`src/rtl/core/lcrs_ram.sv`:
```
// ----------------------------------------------------------------------------
// lcrs_ram
// Simple dual-port RAM, one write and one registered read port.
// ----------------------------------------------------------------------------
module lcrs_ram #(
  parameter int DEPTH = 64,
  parameter int WIDTH = 64,
  parameter int AW    = $clog2(DEPTH)
) (
  input  logic             clk,
  input  logic             we,
  input  logic [AW-1:0]    waddr,
  input  logic [WIDTH-1:0] wdata,
  input  logic [AW-1:0]    raddr,
  output logic [WIDTH-1:0] rdata
);

  logic [WIDTH-1:0] mem [DEPTH];

  always_ff @(posedge clk) begin
    if (we) begin
      mem[waddr] <= wdata;
    end
    rdata <= mem[raddr];
  end

endmodule

```
`config.mk`:
```
export PLATFORM = sky130hd
export DESIGN_NAME = lcrs_ram
export DESIGN_NICKNAME = d
export VERILOG_FILES = /design/src/rtl/core/lcrs_ram.sv
export SDC_FILE = /design/constraint.sdc
export NUM_CORES = 2
export LEC_CHECK = 0
export BUFFER_PORTS_ARGS = -buffer_cell sky130_fd_sc_hd__buf_2
export CAP_MARGIN = 10
export CELL_PAD_IN_SITES_DETAIL_PLACEMENT = 0
export CELL_PAD_IN_SITES_GLOBAL_PLACEMENT = 2
export CORE_MARGIN = 2
export CORE_UTILIZATION = 55
export CTS_CLUSTER_SIZE = 12
export DETAILED_ROUTE_END_ITERATION = 6
export HOLD_SLACK_MARGIN = 0.02
export PLACE_DENSITY = 0.95
export SLEW_MARGIN = 10
export SYNTH_ARGS = -nofsm -noshare
export SYNTH_HDL_FRONTEND = slang
export SYNTH_SLANG_ARGS = --single-unit
export TNS_END_PERCENT = 5
```
`constraint.sdc`:
```
create_clock -name clk -period 12.6 [get_ports clk]
set_input_delay 2.52 -clock clk [delete_from_list [all_inputs] [get_ports clk]]
set_output_delay 2.52 -clock clk [all_outputs]
set_load 0.005 [all_outputs]
```
# After elaboration in Yosys (flattened, before gate mapping)
# Memories as Yosys holds them, arrays and structs flattened. A register that Yosys moved wholly into a read port is not among the register bits.
# Cells that the tools add are included.
[word_totals]
ff_bits = 0
ram_bits = 4096
inputBits = 78
out_inout_bits = 64
wordCells = 3
n_memories = 1
[memory_table]
columns = ["memory", "words", "word_bits", "read_ports", "rd_ports_with_merged_regs", "write_ports", "line_no", "source"]
rows = [
  ["mem", 64, 64, 1, 1, 1, "18", "logic [WIDTH-1:0] mem [DEPTH];"],
]
[classes]
n_mux = 2
[ops]
columns = ["operator", "n"]
rows = [
  ["$mux 1", 2],
]

# Depth between registers and ports, before layout
[depth]
word_depth = 2
mapped_depth = 9
ltp_nobuf = 5

# Worst setup path after synthesis
# OpenSTA, ideal clock, no wires.
[synth_path]
path_type = "input-to-reg"
startpoint = "in waddr[3]"
endpoint = "mem mem[48][0] (enable)"
setup_ns = 0.564
arrival_ns = 7.392
required_ns = 12.036
path_slack_ns = 4.644
path_stages = 4
path_buffers = 1
path_cell_list = "clkbuf_1 nor2b_1 nand4b_1 nor3_1"
[synth_rtl]
columns = ["item", "line_no", "source"]
rows = [
  ["start: declaration", "12", "input logic [AW-1:0] waddr,"],
  ["end: declaration", "18", ""],
]
# Straight into the memory's write port.

==> impl_metrics.yaml <==
die:
  die_area_mm2: 0.289
  ioPinCount: 142
  start_util_pct: 55.3
  die_h_um: 537
  rows: 195
  fp.dieW_um: 537
  core_mm2: 0.283
clock_network:
  postCtsSetupBuffers: 0
  cts_root_buffer: "clkbuf_16"
  htreeDepth: 5
  clockBufferDepth: 4
  postCtsHoldBufs: 0
  cts_tree: "yes"
  cts_resized: 0
  cts.clk_slew.worst_paths_ns: 0.06
  cts-buffers-inserted: 405
  worstSkewPairLatency_ns: 0.93
  cts.sinks: 4160
placement:
  hpwl_mm: 208
  port_buffers: 141
  gp_congestion: 0.805
final_layout:
  post_route_cells_drive_above_1_share_pct: 26.6
  syn_to_final_growth_pct: 11.3
  final_cell_mix: "edfxtp_1 (4,096), mux4_2 (1,024), clkbuf_16 (410)"
  final_common_cell: "edfxtp_1"
  fin_util_pct: 61.6
  final_net_count: 7047
critical_path:
  cpPeakStageDelay_ns: 0.94
  cp.depth: 8
  r2r-end: "rdata[23]$_DFF_P_"
  path_buf_inv: 4
  cp.arrival_ns: 6.94
  path_delay_family: "buffers and inverters"
  crit_start: "raddr[2]"
  crit_path_frequent_cell: "buf_4"
  crit_path_end_kind: "register"
  worst_r2r_path_depth: 5
  crit_chain: "buf_8 > buf_4 > buf_4 > buf_4 > mux4_2 > or3_1 > a41oi_1 > a211oi_1"
  start_kind: "input pin"
  regToRegSetupSlack_ns: 10.42
  cp_slowest_cell: "buf_4"
  cp_max_fo: 97
  critPathKind: "in -> reg"
  crit_required_ns: 13.36
  r2r-start: "mem[51][23]$_DFFE_PP_"
detailed_routing:
  vias_per_cell: 7.15
  drt_iter0_markers: 13976
  drc: 0
  dr.pass1.iters: 7
  avgRoutedWirePerCell_um: 39.6
  ant_nets: 0
  finalWirelength_mm: 436
  vias: 78733
grt:
  antenna_found_initial: 41
  grt_max_degree: 111
  grt_pass1_vias: 80066
  grt_pass1_wl_mm: 609
  grtUsageTotal_pct: 30.3
  grt_overflow: 0
yosys:
  ys_warn_count: 0
  syn_avg_cell_area_um2: 23.7
  synth_cell_types: 33
  syn_inst: 6598
  ys_seq_area_share_pct: 79.5
  syn-num-nets: 6676
  ys_ff_latch: 4160
  netlist_area_mm2: 0.156
timing:
  achievable-frequency_mhz: 162
  worst-slew-pin-transition_ns: 1.35
  setup_viol: 0
  finalMaxSlewViolations: 0
  fin_tns_setup_ns: 0
  relSlewSlack_pct: 9.67
  rsz0062_at_grt: "no"
  finalCriticalPeriod_ns: 6.18
  skew_ns: 0.0496
  hold_viol: 0
  fin_crit_sh_pct: 49.0
hold_path:
  min_to: "rdata[2]$_DFF_P_"
  min-delay-start: "mem[47][2]$_DFFE_PP_"
  min_path_cells: 4
  hp-class: "reg -> reg"
pwr:
  max-vdd-ir-drop_mv: 0.170
  leakage_uw: 0.0539
  power_density_mw_per_mm2: 160
run:
  drv_cap: 0
run_status:
  status: "finished, final reports clean"
## per-layer routing
metal  vias up  global-route usage, %  wire length (um)
met5         -                 0.0987               218
met4        22                   16.4             27300
met3      1488                   7.94             62800
met2      7169                   47.0            206000
met1     40897                   39.8            140000
li1      29157                      -                 -
## flip-flops by register name, summed over array words and instances, names as in the netlist
register and cells:
mem 4096, rdata 64
## worst register-to-register path: stages, from the launching register on
cell and delay [ns]:
edfxtp_1 0.39, mux4_2 0.50, mux2i_1 0.24, o22ai_1 0.14, a31oi_1 0.56, a211oi_1 0.17
## final cells by class
type / count / area (um2)
clock buffer: 630 / 11300
tap: 3743 / 4680
fill: 17784 / 109000
antenna: 24 / 60.1
clock inverter: 48 / 467
inverter: 19 / 71.3
multi-input combinational: 2049 / 30800
timing repair buffer: 334 / 2370
sequential: 4160 / 124000
## cell families after synthesis
logic type | count (synthesis) | share of synthesized area [%]
mux | 1159 | 15.6
buf+inv | 389 | 1.18
flops | 4160 | 79.5
simple gates | 386 | 1.24
compound gates | 504 | 2.48
## metrics by stage
stage	cell area (um2)	total power, uW	hold WS [ns]	instances	setup WS, ns
after floorplan	156000	16400	0.788	6598	4.64
after global placement	162000	16900	0.818	10302	5.69
after detailed placement	162000	16900	0.823	10302	5.59
after CTS	174000	27800	0.850	10980	6.56
after global routing	174000	28400	0.887	10993	6.40
final	174000	27800	0.853	11007	6.42
## cell usage after synthesis
cell type / n / area, um2
dfxtp_1: 64 / 1280
o22ai_1: 83 / 519
nand2b_1: 11 / 68.8
a22oi_1: 168 / 1260
edfxtp_1: 4096 / 123000
inv_1: 19 / 71.3
buf_4: 34 / 255
nand2_1: 58 / 218
a31oi_1: 18 / 113
nand3_1: 45 / 225
or3_1: 29 / 181
a2bb2oi_1: 19 / 166
nand4_1: 2 / 12.5
o221ai_1: 38 / 333
mux2i_1: 135 / 1350
a211oi_1: 63 / 473
nor3_1: 2 / 10.0
buf_1: 20 / 75.1
nand3b_1: 2 / 15.0
or2_2: 28 / 175
a22o_1: 88 / 771
a41oi_1: 26 / 228
and2_1: 3 / 18.8
clkbuf_1: 140 / 526
nand4b_1: 1 / 8.76
nor2_1: 112 / 420
a31o_1: 1 / 8.76
or3b_2: 1 / 8.76
mux4_2: 1024 / 23100
nor2b_1: 28 / 175
buf_2: 170 / 851
buf_6: 6 / 67.6
and3_1: 64 / 400
## power breakdown
group	internal (uW)	switching (uW)	total, uW
Clock	6160	4980	11100
Sequential	15300	77.7	15400
Combinational	467	818	1290
Total	22000	5880	27800
## worst max path at each step
stage / end / slack [ns]
6_report: rdata[40]$_DFF_P_ / 6.42
5_1_grt: rdata[40]$_DFF_P_ / 6.40
4_1_cts: rdata[40]$_DFF_P_ / 6.56
3_5_place_dp: rdata[37]$_DFF_P_ / 5.59
3_3_place_gp: rdata[36]$_DFF_P_ / 5.69
2_1_floorplan: mem[48][0]$_DFFE_PP_ / 4.64
Note: power is estimated with default switching activity, not from simulation.
